<file path="src/hw/rtl/tss_pkg.sv">
// ----------------------------------------------------------------------------
// tss_pkg: shared types and constants of the timed strike scheduler
// Command, drive and register codes, reset values, stick states, shared ALU request/result.
// ----------------------------------------------------------------------------
package tss_pkg;

  localparam int CLK_W = 32;

  localparam logic [2:0] CMD_TICK  = 3'd0;
  localparam logic [2:0] CMD_REQ   = 3'd1;
  localparam logic [2:0] CMD_SET   = 3'd2;
  localparam logic [2:0] CMD_SCHED = 3'd3;
  localparam logic [2:0] CMD_HIT   = 3'd4;

  localparam logic [1:0] DRIVE_NONE    = 2'd0;
  localparam logic [1:0] DRIVE_STRIKE  = 2'd1;
  localparam logic [1:0] DRIVE_RETRACT = 2'd2;

  localparam logic [1:0] REG_NODE_MASK = 2'd0;
  localparam logic [1:0] REG_COOLDOWN  = 2'd1;
  localparam logic [1:0] REG_SINGLE    = 2'd2;

  localparam logic [7:0]  NODE_MASK_RST = 8'd1;
  localparam logic [15:0] COOLDOWN_RST  = 16'd64;

  typedef enum logic [1:0] {
    STICK_READY     = 2'd0,
    STICK_STRUCK    = 2'd1,
    STICK_RETRACTED = 2'd2
  } stick_t;

  typedef enum logic {
    ALU_ADD = 1'b0,
    ALU_SUB = 1'b1
  } alu_op_t;

  typedef struct packed {
    alu_op_t            op;
    logic [CLK_W-1:0]   a;
    logic [CLK_W-1:0]   b;
  } alu_req_t;

  typedef struct packed {
    logic [CLK_W-1:0]   sum;
    logic               carry;  // add: overflow; sub: no borrow (a >= b)
    logic               zero;
  } alu_res_t;

endpackage

</file>
<file path="src/hw/rtl/tss_ram.sv">
// ----------------------------------------------------------------------------
// tss_ram: generic single-port-write, single-port-read RAM
// One write and one registered read per cycle.
// ----------------------------------------------------------------------------
module tss_ram #(
  parameter int WIDTH = 32,
  parameter int DEPTH = 16
) (
  input  logic                     clk,
  input  logic                     we,
  input  logic [$clog2(DEPTH)-1:0] waddr,
  input  logic [WIDTH-1:0]         wdata,
  input  logic                     re,
  input  logic [$clog2(DEPTH)-1:0] raddr,
  output logic [WIDTH-1:0]         rdata
);

  logic [WIDTH-1:0] mem [DEPTH];
  logic [WIDTH-1:0] rdata_r;

  always_ff @(posedge clk) begin
    if (we) begin
      mem[waddr] <= wdata;
    end
    if (re) begin
      rdata_r <= mem[raddr];
    end
  end

  assign rdata = rdata_r;

endmodule

</file>
<file path="src/hw/rtl/tss_alu.sv">
// ----------------------------------------------------------------------------
// tss_alu: shared 32-bit add/subtract unit
// Serves clock increments, adjustments, release times and all time compares.
// ----------------------------------------------------------------------------
module tss_alu import tss_pkg::*; (
  input  alu_req_t req,
  output alu_res_t res
);

  logic [CLK_W-1:0] b_x;
  logic [CLK_W:0]   full;

  assign b_x  = (req.op == ALU_SUB) ? ~req.b : req.b;
  assign full = {1'b0, req.a} + {1'b0, b_x} + (CLK_W + 1)'(req.op == ALU_SUB);

  assign res.sum   = full[CLK_W-1:0];
  assign res.carry = full[CLK_W];
  assign res.zero  = (full[CLK_W-1:0] == '0);

endmodule

</file>
<file path="src/hw/rtl/timed_strike_scheduler.sv">
// ----------------------------------------------------------------------------
// timed_strike_scheduler: virtual tick clock, strike queue and stick control
// Each word steps from S_MSG through the skip loop of a forward clock jump, the head
//   read and compare (passed over with an empty queue), the release check, a retract
//   if due and S_FIRE to S_OUT; in_tready rises as the result word is loaded.
// Words are taken one at a time as the sequencer steps one shared adder/comparator.
// Reset (rst_n low, synchronous): clock, queue pointers, pending flag and
//   release time cleared, stick ready, registers at defaults; queue RAM kept.
// ----------------------------------------------------------------------------
module timed_strike_scheduler import tss_pkg::*; #(
  parameter int QUEUE_DEPTH = 16
) (
  input  logic        clk,
  input  logic        rst_n,
  input  logic        in_tvalid,
  output logic        in_tready,
  input  logic [39:0] in_tdata,   // target_mask[7:0], value[39:8]
  input  logic [2:0]  in_tuser,   // cmd[2:0]
  output logic        out_tvalid,
  input  logic        out_tready,
  output logic [39:0] out_tdata,  // reply_clock[31:0], drive[33:32], refused[34]
  output logic [0:0]  out_tuser,  // reply_valid[0]
  input  logic        cfg_psel,
  input  logic        cfg_penable,
  input  logic        cfg_pwrite,
  input  logic [3:0]  cfg_paddr,
  input  logic [31:0] cfg_pwdata,
  output logic [31:0] cfg_prdata,
  output logic        cfg_pready
);

  localparam int PTR_W = $clog2(QUEUE_DEPTH);
  localparam int CNT_W = $clog2(QUEUE_DEPTH + 1);
  localparam logic [PTR_W-1:0] PTR_LAST = PTR_W'(QUEUE_DEPTH - 1);
  localparam logic [CNT_W-1:0] CNT_FULL = CNT_W'(QUEUE_DEPTH);
  localparam logic [CNT_W-1:0] CNT_ONE  = CNT_W'(1);

  typedef enum logic [9:0] {
    S_IDLE     = 10'b00_0000_0001,
    S_MSG      = 10'b00_0000_0010,
    S_SKIP_RD  = 10'b00_0000_0100,
    S_SKIP_CMP = 10'b00_0000_1000,
    S_HEAD_RD  = 10'b00_0001_0000,
    S_HEAD_CMP = 10'b00_0010_0000,
    S_REL      = 10'b00_0100_0000,
    S_RETR     = 10'b00_1000_0000,
    S_FIRE     = 10'b01_0000_0000,
    S_OUT      = 10'b10_0000_0000
  } state_t;

  function automatic logic [PTR_W-1:0] ptr_inc(input logic [PTR_W-1:0] p);
    return (p == PTR_LAST) ? '0 : p + 1'b1;
  endfunction

  state_t           state_r, state_nxt;
  logic [CLK_W-1:0] clock_r, clock_nxt;
  logic [CLK_W-1:0] release_r, release_nxt;
  logic [PTR_W-1:0] head_r, head_nxt;
  logic [PTR_W-1:0] tail_r, tail_nxt;
  logic [CNT_W-1:0] count_r, count_nxt;
  logic             pending_r, pending_nxt;
  stick_t           stick_r, stick_nxt;

  logic [7:0]       node_mask_r;
  logic [15:0]      cooldown_r;
  logic             single_r;

  logic [2:0]       cmd_r, cmd_nxt;
  logic [7:0]       mask_r, mask_nxt;
  logic [CLK_W-1:0] val_r, val_nxt;
  logic             rvalid_r, rvalid_nxt;
  logic [CLK_W-1:0] rclock_r, rclock_nxt;
  logic [1:0]       drive_r, drive_nxt;
  logic             refused_r, refused_nxt;

  logic             out_valid_r, out_valid_nxt;
  logic [39:0]      out_data_r, out_data_nxt;
  logic             out_user_r, out_user_nxt;

  logic             ram_we, ram_re;
  logic [CLK_W-1:0] ram_rdata;
  alu_req_t         alu_req;
  alu_res_t         alu_res;

  logic             in_acc;
  logic             cfg_wr;
  logic             addressed;
  logic [CLK_W-1:0] cooldown_x;

  assign in_tready  = (state_r == S_IDLE);
  assign in_acc     = in_tvalid && in_tready;
  assign cfg_pready = 1'b1;
  assign cfg_wr     = cfg_psel && cfg_penable && cfg_pwrite && cfg_pready;
  assign addressed  = ((mask_r & node_mask_r) != '0);
  assign cooldown_x = {16'b0, cooldown_r};

  assign out_tvalid = out_valid_r;
  assign out_tdata  = out_data_r;
  assign out_tuser  = out_user_r;

  always_comb begin
    case (cfg_paddr[3:2])
      REG_NODE_MASK: cfg_prdata = {24'b0, node_mask_r};
      REG_COOLDOWN:  cfg_prdata = {16'b0, cooldown_r};
      REG_SINGLE:    cfg_prdata = {31'b0, single_r};
      default:       cfg_prdata = '0;
    endcase
  end

  tss_ram #(
    .WIDTH (CLK_W),
    .DEPTH (QUEUE_DEPTH)
  ) u_queue (
    .clk   (clk),
    .we    (ram_we),
    .waddr (tail_r),
    .wdata (val_r),
    .re    (ram_re),
    .raddr (head_r),
    .rdata (ram_rdata)
  );

  tss_alu u_alu (
    .req (alu_req),
    .res (alu_res)
  );

  always_comb begin
    state_nxt     = state_r;
    clock_nxt     = clock_r;
    release_nxt   = release_r;
    head_nxt      = head_r;
    tail_nxt      = tail_r;
    count_nxt     = count_r;
    pending_nxt   = pending_r;
    stick_nxt     = stick_r;
    cmd_nxt       = cmd_r;
    mask_nxt      = mask_r;
    val_nxt       = val_r;
    rvalid_nxt    = rvalid_r;
    rclock_nxt    = rclock_r;
    drive_nxt     = drive_r;
    refused_nxt   = refused_r;
    out_valid_nxt = out_valid_r && !out_tready;
    out_data_nxt  = out_data_r;
    out_user_nxt  = out_user_r;
    ram_we        = 1'b0;
    ram_re        = 1'b0;
    alu_req       = '{op: ALU_ADD, a: clock_r, b: cooldown_x};

    case (state_r)
      S_IDLE: begin
        if (in_acc) begin
          cmd_nxt     = in_tuser;
          mask_nxt    = in_tdata[7:0];
          val_nxt     = in_tdata[39:8];
          rvalid_nxt  = 1'b0;
          rclock_nxt  = '0;
          drive_nxt   = DRIVE_NONE;
          refused_nxt = 1'b0;
          state_nxt   = S_MSG;
        end
      end
      S_MSG: begin
        state_nxt = S_HEAD_RD;
        case (cmd_r)
          CMD_TICK: begin
            alu_req   = '{op: ALU_ADD, a: clock_r, b: CLK_W'(1)};
            clock_nxt = alu_res.sum;
          end
          CMD_REQ: begin
            rvalid_nxt = 1'b1;
            rclock_nxt = clock_r;
          end
          CMD_SET: begin
            alu_req   = '{op: ALU_ADD, a: clock_r, b: val_r};
            clock_nxt = alu_res.sum;
            if (!alu_res.carry && (val_r != '0) && (count_r != '0)) begin
              state_nxt = S_SKIP_RD;
            end
          end
          CMD_SCHED: begin
            if (addressed && (count_r != CNT_FULL)) begin
              ram_we    = 1'b1;
              tail_nxt  = ptr_inc(tail_r);
              count_nxt = count_r + 1'b1;
            end
          end
          CMD_HIT: begin
            if (addressed) begin
              pending_nxt = 1'b1;
            end
          end
          default: begin
          end
        endcase
      end
      S_SKIP_RD: begin
        ram_re    = 1'b1;
        state_nxt = S_SKIP_CMP;
      end
      S_SKIP_CMP: begin
        alu_req   = '{op: ALU_SUB, a: ram_rdata, b: clock_r};
        state_nxt = S_HEAD_RD;
        if (!alu_res.carry) begin
          pending_nxt = 1'b1;
          head_nxt    = ptr_inc(head_r);
          count_nxt   = count_r - 1'b1;
          if (count_r > CNT_ONE) begin
            state_nxt = S_SKIP_RD;
          end
        end
      end
      S_HEAD_RD: begin
        if (count_r != '0) begin
          ram_re    = 1'b1;
          state_nxt = S_HEAD_CMP;
        end else begin
          state_nxt = S_REL;
        end
      end
      S_HEAD_CMP: begin
        alu_req   = '{op: ALU_SUB, a: ram_rdata, b: clock_r};
        state_nxt = S_REL;
        if (alu_res.zero) begin
          pending_nxt = 1'b1;
          head_nxt    = ptr_inc(head_r);
          count_nxt   = count_r - 1'b1;
        end
      end
      S_REL: begin
        alu_req   = '{op: ALU_SUB, a: clock_r, b: release_r};
        state_nxt = S_FIRE;
        if (alu_res.zero) begin
          case (stick_r)
            STICK_STRUCK: begin
              if (single_r) begin
                drive_nxt = DRIVE_RETRACT;
                stick_nxt = STICK_RETRACTED;
                state_nxt = S_RETR;
              end else begin
                stick_nxt = STICK_READY;
              end
            end
            STICK_RETRACTED: stick_nxt = STICK_READY;
            default: begin
            end
          endcase
        end
      end
      S_RETR: begin
        release_nxt = alu_res.sum;
        state_nxt   = S_FIRE;
      end
      S_FIRE: begin
        state_nxt = S_OUT;
        if (pending_r) begin
          pending_nxt = 1'b0;
          if (stick_r == STICK_READY) begin
            drive_nxt   = DRIVE_STRIKE;
            stick_nxt   = STICK_STRUCK;
            release_nxt = alu_res.sum;
          end else begin
            refused_nxt = 1'b1;
          end
        end
      end
      S_OUT: begin
        if (!out_valid_r || out_tready) begin
          out_valid_nxt = 1'b1;
          out_data_nxt  = {5'b0, refused_r, drive_r, rclock_r};
          out_user_nxt  = rvalid_r;
          state_nxt     = S_IDLE;
        end
      end
      default: state_nxt = S_IDLE;
    endcase
  end

  always_ff @(posedge clk) begin
    if (!rst_n) begin
      state_r     <= S_IDLE;
      clock_r     <= '0;
      release_r   <= '0;
      head_r      <= '0;
      tail_r      <= '0;
      count_r     <= '0;
      pending_r   <= 1'b0;
      stick_r     <= STICK_READY;
      out_valid_r <= 1'b0;
      node_mask_r <= NODE_MASK_RST;
      cooldown_r  <= COOLDOWN_RST;
      single_r    <= 1'b0;
    end else begin
      state_r     <= state_nxt;
      clock_r     <= clock_nxt;
      release_r   <= release_nxt;
      head_r      <= head_nxt;
      tail_r      <= tail_nxt;
      count_r     <= count_nxt;
      pending_r   <= pending_nxt;
      stick_r     <= stick_nxt;
      out_valid_r <= out_valid_nxt;
      if (cfg_wr) begin
        case (cfg_paddr[3:2])
          REG_NODE_MASK: node_mask_r <= cfg_pwdata[7:0];
          REG_COOLDOWN:  cooldown_r  <= cfg_pwdata[15:0];
          REG_SINGLE:    single_r    <= cfg_pwdata[0];
          default: begin
          end
        endcase
      end
    end
  end

  always_ff @(posedge clk) begin
    cmd_r      <= cmd_nxt;
    mask_r     <= mask_nxt;
    val_r      <= val_nxt;
    rvalid_r   <= rvalid_nxt;
    rclock_r   <= rclock_nxt;
    drive_r    <= drive_nxt;
    refused_r  <= refused_nxt;
    out_data_r <= out_data_nxt;
    out_user_r <= out_user_nxt;
  end

  a_count_bound: assert property (@(posedge clk) disable iff (!rst_n)
    count_r <= CNT_FULL)
    else $error("queue count above depth");

  a_empty_ptrs: assert property (@(posedge clk) disable iff (!rst_n)
    (count_r == '0) |-> (head_r == tail_r))
    else $error("empty queue with unequal pointers");

  a_idle_no_pending: assert property (@(posedge clk) disable iff (!rst_n)
    (state_r == S_IDLE) |-> !pending_r)
    else $error("strike left pending between words");

  a_reply_zero: assert property (@(posedge clk) disable iff (!rst_n)
    (out_tvalid && !out_tuser[0]) |-> (out_tdata[31:0] == '0))
    else $error("reply clock set without reply");

endmodule

</file>
<file path="config.mk">
export PLATFORM = sky130hd
export DESIGN_NAME = timed_strike_scheduler
export DESIGN_NICKNAME = d
export VERILOG_FILES = /design/src/hw/rtl/tss_pkg.sv /design/src/hw/rtl/tss_ram.sv /design/src/hw/rtl/tss_alu.sv /design/src/hw/rtl/timed_strike_scheduler.sv
export SDC_FILE = /design/constraint.sdc
export NUM_CORES = 1
export LEC_CHECK = 0
export BUFFER_PORTS_ARGS = -buffer_cell sky130_fd_sc_hd__buf_2
export CAP_MARGIN = 15
export CORE_ASPECT_RATIO = 0.75
export CORE_MARGIN = 2
export CORE_UTILIZATION = 25
export DETAILED_ROUTE_END_ITERATION = 16
export MAX_ROUTING_LAYER = met4
export SLEW_MARGIN = 20
export SYNTH_ARGS = -nofsm -noshare
export SYNTH_HDL_FRONTEND = slang
export SYNTH_SLANG_ARGS = --single-unit
</file>
<file path="constraint.sdc">
create_clock -name clk -period 10.1 [get_ports clk]
set_clock_uncertainty 0.2 [all_clocks]
set_input_delay 0.505 -clock clk [delete_from_list [all_inputs] [get_ports clk]]
set_output_delay 0.505 -clock clk [all_outputs]
set_load 0.01 [all_outputs]
</file>
==> results of run 1 <==
area by class of cell:
cell class / instances / area, sq um / share of cell area, %
antenna: 5 / 12.5 / 0.0328
clock buffer: 86 / 1900 / 4.97
clock inverter: 44 / 520 / 1.36
inverter: 21 / 80.1 / 0.210
multi-input combinational: 1091 / 9670 / 25.4
sequential: 775 / 22100 / 58.0
tap: 1740 / 2180 / 5.71
timing repair buffer: 238 / 1650 / 4.34
worst reg2reg max path, stage by stage (launching register included):
cell	delay (ns)
sky130_fd_sc_hd__dfxtp_1	0.37
sky130_fd_sc_hd__nor4b_2	0.33
sky130_fd_sc_hd__nand3_2	0.23
sky130_fd_sc_hd__inv_2	0.61
sky130_fd_sc_hd__nand2_1	0.73
sky130_fd_sc_hd__buf_4	0.46
sky130_fd_sc_hd__a211oi_1	0.26
sky130_fd_sc_hd__a221oi_1	0.09
sky130_fd_sc_hd__ha_1	0.47
sky130_fd_sc_hd__a21oi_1	0.10
sky130_fd_sc_hd__o21ai_1	0.45
sky130_fd_sc_hd__o311ai_1	0.31
sky130_fd_sc_hd__a2111o_1	0.46
sky130_fd_sc_hd__a21boi_0	0.39
sky130_fd_sc_hd__nor4_1	0.09
sky130_fd_sc_hd__a31o_2	0.24
sky130_fd_sc_hd__nor4_1	0.23
sky130_fd_sc_hd__and4bb_1	0.27
sky130_fd_sc_hd__and3_1	0.43
sky130_fd_sc_hd__a21oi_1	0.14
sky130_fd_sc_hd__a2111oi_0	0.77
final timing paths:
kind	from	to	cells past startpoint
setup / recovery	state_r[0]$_SDFFE_PN1P_	drive_r[1]$_DFFE_PP_	20
hold / removal	cfg_paddr[3]	single_r$_SDFFE_PN0P_	3
setup reg to reg	state_r[0]$_SDFFE_PN1P_	drive_r[1]$_DFFE_PP_	20
hold reg to reg	rclock_r[26]$_SDFFCE_PN0P_	out_tdata[26]$_DFFE_PP_	0
sequential cells by signal, indices dropped and copies added, names as in the netlist, 2 cells and up:
| name | cells |
|---|---|
| drive_r | 2 |
| stick_r | 2 |
| node_mask_r | 8 |
| tail_r | 4 |
| mask_r | 8 |
| u_queue.rdata | 32 |
| cooldown_r | 16 |
| clock_r | 32 |
| release_r | 32 |
| val_r | 32 |
| count_r | 5 |
| head_r | 4 |
| u_queue.mem | 512 |
| cmd_r | 3 |
| out_tdata | 35 |
| state_r | 10 |
| rclock_r | 32 |
cells by family (layout without fill, tap and decap cells):
group	Yosys count	count (layout)	share of synthesized area (%)
flops	775	775	68.5
simple gates	464	464	7.18
compound gates	317	317	6.61
mux	215	215	13.0
buf+inv	158	389	2.19
fa+ha+maj	40	40	1.57
xor+xnor	33	33	0.896
other cells	2	27	0.0233
per-layer routing:
layer	GRT usage [%]	share of wire [%]
met4	2.61	1.6
met3	3.26	8.6
met5	-	0
met1	19.9	49
met2	17.7	41
per-stage QoR:
step,worst slack (ns),std cells,hold slack [ns]
after floorplan,4.14,2024,0.200
after global placement,2.37,3804,0.206
after detailed placement,2.23,3804,0.205
after CTS,2.20,3994,0.0270
after global routing,1.35,3999,0.0514
final,2.10,4000,0.0581
placed cells by master (no fill, tap or decap), drive strengths merged, types with 6 or more instances in the layout:
cell         netlist  final
a21o              15     15
bufinv             0      9
dlygate4sd3        0     60
o21bai             6      6
mux2i             22     22
nand2            178    178
mux4             160    160
a221oi            13     13
a31oi              8      8
nor4              16     16
a22oi             21     21
clkinv             0     30
nand3             16     16
edfxtp           659    659
a211oi            26     26
inv               21     24
xnor2             21     21
and2              48     48
o21ai             35     35
clkbuf            89     86
nor2b              6      6
nor3b              6      6
nor3              20     20
mux2              33     33
dfxtp            116    116
nor2              95     95
a21oi            124    124
ha                39     39
and3              16     16
a22o              17     17
conb               2     22
nand4             20     20
buf               48    178
xor2              12     12
nand2b            11     11
power by group through the flow:
| stage | clock network, W | registers [W] | logic, W |
|---|---|---|---|
| global placement | 0 | 0.00362 | 0.000142 |
| global route | 0.00302 | 0.00356 | 0.000177 |
| detailed placement | 0 | 0.00362 | 0.000144 |
| CTS | 0.00290 | 0.00356 | 0.000163 |
| finish | 0.00283 | 0.00356 | 0.000162 |
| floorplan | 0 | 0.00362 | 0.0000626 |
repair_timing:
action                                 CTS  global route
hold buffers                            60             0
gates resized for setup                  0             0
endpoints found under the hold margin   69             0
==> flow_summary.json, run 1 <==
{
  "setup.worst_path.start_class": "flip-flop",
  "remaining_drc_errors": 0,
  "timing.setup.tns_ns": 0,
  "cts-htree-levels": 3,
  "max_slew_margin_pct": 30.8,
  "async_flop_share_pct": 0,
  "port_buffers": 121,
  "layout.nets": 2326,
  "drt_iter0_drc": 2213,
  "synth_edf_count": 659,
  "ys_top_cells_by_count": "sky130_fd_sc_hd__edfxtp_1, sky130_fd_sc_hd__nand2_1, sky130_fd_sc_hd__mux4_2",
  "initial_core_util_pct": 25.1,
  "post_synth_top_area_share_pct": 61.3,
  "ir_worst_vdd_mv": 0.120,
  "design.die.area_sq_um": 132000,
  "drtPass1Iterations": 6,
  "synth_cell_area_sq_um": 32300,
  "crit_path_cell_trace": "nor4b_2 -> nand3_2 -> inv_2 -> nand2_1 -> buf_4 -> a211oi_1 -> a221oi_1 -> ha_1 -> a21oi_1 -> o21ai_1 -> o311ai_1 -> a2111o_1 -> a21boi_0 -> nor4_1 -> a31o_2 -> nor4_1 -> and4bb_1 -> and3_1 -> a21oi_1 -> a2111oi_0",
  "internal_power_w": 0.00516,
  "drt.antenna.violating_nets": 0,
  "die-height_um": 315,
  "worst_path_max_delay_cell": "sky130_fd_sc_hd__a2111oi_0",
  "timing.critical_path.required_ns": 10.18,
  "finish.utilization_pct": 29.7,
  "grt_util_all_layers_pct": 13.2,
  "cts-root-to-sink-buffers": 3,
  "timing.critical_path.max_delay_family": "compound AO/OA/AOI/OAI gates",
  "cts.root.buffer_cell": "sky130_fd_sc_hd__clkbuf_16",
  "dr_total_vias": 18800,
  "maximum_achievable_frequency_mhz": 125,
  "cp.arrival_ns": 8.09,
  "cp_slowest_stage_delay_ns": 0.77,
  "yosys.cell_types.count": 84,
  "antenna_found_initial": 7,
  "final_layout_size_suffix_gt1_share_pct": 23.5,
  "switching_share_pct": 21.3,
  "cts_buffers": 73,
  "final_max_slew_viol_count": 0,
  "rsz0062_at_grt": "no",
  "tightestPinTransition_ns": 1.03,
  "cts_setup_buffers": 0,
  "num_rows": 114,
  "power_w": 0.00655,
  "share_comb_of_total_power_pct": 2.5,
  "leakage_nw": 12.2,
  "crit_fanout": 43,
  "p_switching_w": 0.00139,
  "io-pin-count": 162,
  "placed_cell_area_sq_um": 35100,
  "avgRoutedWirePerCell_um": 21.3,
  "synth_ff_type": "sky130_fd_sc_hd__edfxtp_1",
  "run_status": "finished, final reports clean",
  "fillerInstances": 12700,
  "reg2reg_slack_ns": 2.10,
  "syn_avg_cell_area_sq_um": 16.1,
  "share_clk_of_total_power_pct": 43.3,
  "min_path_type": "in2reg",
  "grt_pass1_vias": 18000,
  "grt_first_pass_wirelength_mm": 125,
  "hold_violations": 0,
  "synth_top_cell_by_area": "sky130_fd_sc_hd__edfxtp_1",
  "clkSlewWorstSetupHoldPaths_ns": 0.07,
  "die_w_um": 419,
  "netlist_top_cells_area": "sky130_fd_sc_hd__edfxtp_1, sky130_fd_sc_hd__mux4_2, sky130_fd_sc_hd__dfxtp_1",
  "cellPowerDensity_nw_per_um2": 172,
  "wirelength_mm": 85.2,
  "worst_skew_pair.late_latency_ns": 0.67,
  "setup_violations": 0,
  "ys_seq_area_share_pct": 68.5,
  "via_per_inst": 4.71,
  "tritoncts": "done",
  "max_cap_violations": 0,
  "syn_to_final_growth_pct": 18.2,
  "place.detailed.hpwl_mm": 52.1,
  "worst-setup-path-type": "reg2reg",
  "place_congestion": 0.919,
  "worstSetupEndpointType": "flip-flop",
  "cp_num_buf_inv": 2,
  "postSynthRegisterBits": 775,
  "globalRouteOverflowTotal": 0,
  "grt_max_degree": 64,
  "cts.sink_count": 775,
  "period_minus_ws_final_ns": 8.00,
  "final_area_sq_um": 38100,
  "power.sequential.fraction_pct": 54.3,
  "placeable_core_region_sq_um": 129000,
  "synth_warnings": 0,
  "synth_cells": 2004,
  "synthMostInstantiatedCell": "sky130_fd_sc_hd__edfxtp_1",
  "final.period_utilization_pct": 79.2
}
Note: power is estimated with default switching activity, not from simulation.
==> inputs of run 2 (changes only) <==
==> constraint.sdc (replaced) <==
create_clock -name clk -period 8.3 [get_ports clk]
set_clock_uncertainty 0.2 [all_clocks]
set_input_delay 0.415 -clock clk [delete_from_list [all_inputs] [get_ports clk]]
set_output_delay 0.415 -clock clk [all_outputs]
set_load 0.01 [all_outputs]
==> run 2 against run 1 <==
Net effect:
- highest routed layer unchanged
- critical path depth is 1 lower
- largest power group unchanged
- largest cell class unchanged
- critical path type unchanged
- critical endpoint unchanged
- final cell count is 0.10% higher
- sequential share of layout area hardly changed
==> flow_summary.json, run 2 (synthesis gave the netlist of run 1 again) <==
{
  "max_slew_margin_pct": 34.1,
  "layout.nets": 2333,
  "place_congestion": 0.889,
  "via_per_inst": 4.72,
  "drt.antenna.violating_nets": 0,
  "num_rows": 114,
  "maximum_achievable_frequency_mhz": 135,
  "tritoncts": "done",
  "cp.arrival_ns": 7.47,
  "globalRouteOverflowTotal": 0,
  "largest_reg_flops": 512,
  "die_w_um": 419,
  "cp_slowest_stage_delay_ns": 0.69,
  "layoutNonFillerInstCount": 4004,
  "cts.root.buffer_cell": "sky130_fd_sc_hd__clkbuf_16",
  "clkSlewWorstSetupHoldPaths_ns": 0.07,
  "cts.sink_count": 775,
  "hold_violations": 0,
  "largest-register": "u_queue.mem",
  "drtPass1Iterations": 6,
  "timing.critical_path.required_ns": 8.37,
  "timing.setup.tns_ns": 0,
  "rsz0062_at_grt": "no",
  "worst_skew_pair.late_latency_ns": 0.65,
  "tightestPinTransition_ns": 0.981,
  "avgRoutedWirePerCell_um": 21.2,
  "final_max_slew_viol_count": 0,
  "grt_max_degree": 68,
  "crit_fanout": 22,
  "antenna_found_initial": 7,
  "min_path_type": "in2reg",
  "wirelength_mm": 85.0,
  "cts-root-to-sink-buffers": 3,
  "cellPowerDensity_nw_per_um2": 207,
  "grt_pass1_vias": 17900,
  "run_status": "finished, final reports clean",
  "initial_core_util_pct": 25.1,
  "grt_first_pass_wirelength_mm": 124,
  "cts_buffers": 72,
  "leakage_nw": 12.2,
  "cts-htree-levels": 3,
  "remaining_drc_errors": 0,
  "post-place-cells": 3807,
  "worst_path_max_delay_cell": "sky130_fd_sc_hd__and4b_2",
  "die-height_um": 315,
  "worstSetupEndpointType": "flip-flop",
  "cts_setup_buffers": 0,
  "cts_repair_resize_count": 0,
  "grt_util_all_layers_pct": 13.1,
  "setup.worst_path.start_class": "flip-flop",
  "max_cap_violations": 0,
  "layout_commonest_cell": "sky130_fd_sc_hd__edfxtp_1",
  "io-pin-count": 162,
  "setup_violations": 0,
  "worst-setup-path-type": "reg2reg",
  "port_buffers": 121,
  "final_layout_size_suffix_gt1_share_pct": 23.5,
  "place.detailed.hpwl_mm": 52.3,
  "design.die.area_sq_um": 132000,
  "placeable_core_region_sq_um": 129000,
  "ir_worst_vdd_mv": 0.145,
  "crit_path_cell_trace": "nor4_4 -> and4b_2 -> nand2b_1 -> buf_4 -> a211oi_1 -> a221oi_1 -> ha_1 -> a211oi_2 -> nor3_2 -> o211ai_1 -> nand2_1 -> xor2_1 -> or4_1 -> nor4_2 -> nand4b_1 -> and4bb_1 -> and3_1 -> a21oi_1 -> a2111oi_0",
  "power_w": 0.00790,
  "leading_cell_types_in_the_layout_fill_and_taps_excluded": "sky130_fd_sc_hd__edfxtp_1, sky130_fd_sc_hd__nand2_1, sky130_fd_sc_hd__mux4_2, sky130_fd_sc_hd__a21oi_1, sky130_fd_sc_hd__buf_2",
  "dr_total_vias": 18900,
  "final.period_utilization_pct": 89.1,
  "syn_to_final_growth_pct": 18.2,
  "period_minus_ws_final_ns": 7.40,
  "drt_iter0_drc": 2375
}
## run 2: routing by layer
layer | vias up | share of wire (%) | GRT usage [%]
met5 | - | 0 | -
met4 | 0 | 1.7 | 3.03
met3 | 92 | 8.7 | 2.94
met2 | 791 | 41 | 17.6
met1 | 9725 | 48 | 19.9
li1 | 8271 | - | -
## run 2: repair_timing
item,CTS,global route
hold buffers,65,0
setup endpoints to repair,0,0
hold endpoints to repair,71,0
## run 2: worst paths after layout
| kind | from | endpoint | slack (ns) | depth (start not counted) |
|---|---|---|---|---|
| hold / removal | cfg_penable | single_r$_SDFFE_PN0P_ | 0.06 | 5 |
| hold reg to reg | rclock_r[14]$_SDFFCE_PN0P_ | out_tdata[14]$_DFFE_PP_ | 0.21 | 0 |
| setup / recovery | state_r[0]$_SDFFE_PN1P_ | drive_r[1]$_DFFE_PP_ | 0.90 | 19 |
| setup reg to reg | state_r[0]$_SDFFE_PN1P_ | drive_r[1]$_DFFE_PP_ | 0.90 | 19 |
## run 2: where the power goes
part | switching (W) | leakage (nW) | internal, W | total [W]
clock | 0.00150 | 1.14 | 0.00187 | 0.00337
combinational | 0.000137 | 4.14 | 0.0000641 | 0.000201
sequential | 0.0000470 | 6.91 | 0.00428 | 0.00432
## run 2: final cells by class
type | count | area (sq um)
Fill cell | 12700 | 90400
Sequential cell | 775 | 22100
Multi-Input combinational cell | 1091 | 9670
Tap cell | 1740 | 2180
Clock buffer | 88 | 1900
Timing Repair Buffer | 246 | 1730
Clock inverter | 39 | 433
Inverter | 21 | 80.1
Antenna cell | 4 | 10.0
## run 2: metrics by stage
stage,util [%],setup WS [ns],area (sq um),hold WS (ns)
finish,29.7,0.905,38100,0.0587
global placement,27.3,1.08,35100,0.205
detailed placement,27.3,1.05,35100,0.205
floorplan,-,2.34,32300,0.200
CTS,29.6,0.991,38100,0.0126
global route,29.7,0.416,38100,0.0869
## run 2: worst max-delay path: cells and delay by family, from the launching register on
kind / cells / cell delay (ns)
xor+xnor: 1 / 0.19
fa+ha+maj: 1 / 0.38
simple gates: 10 / 3.84
flops: 1 / 0.37
buf+inv: 1 / 0.40
compound gates: 6 / 1.63
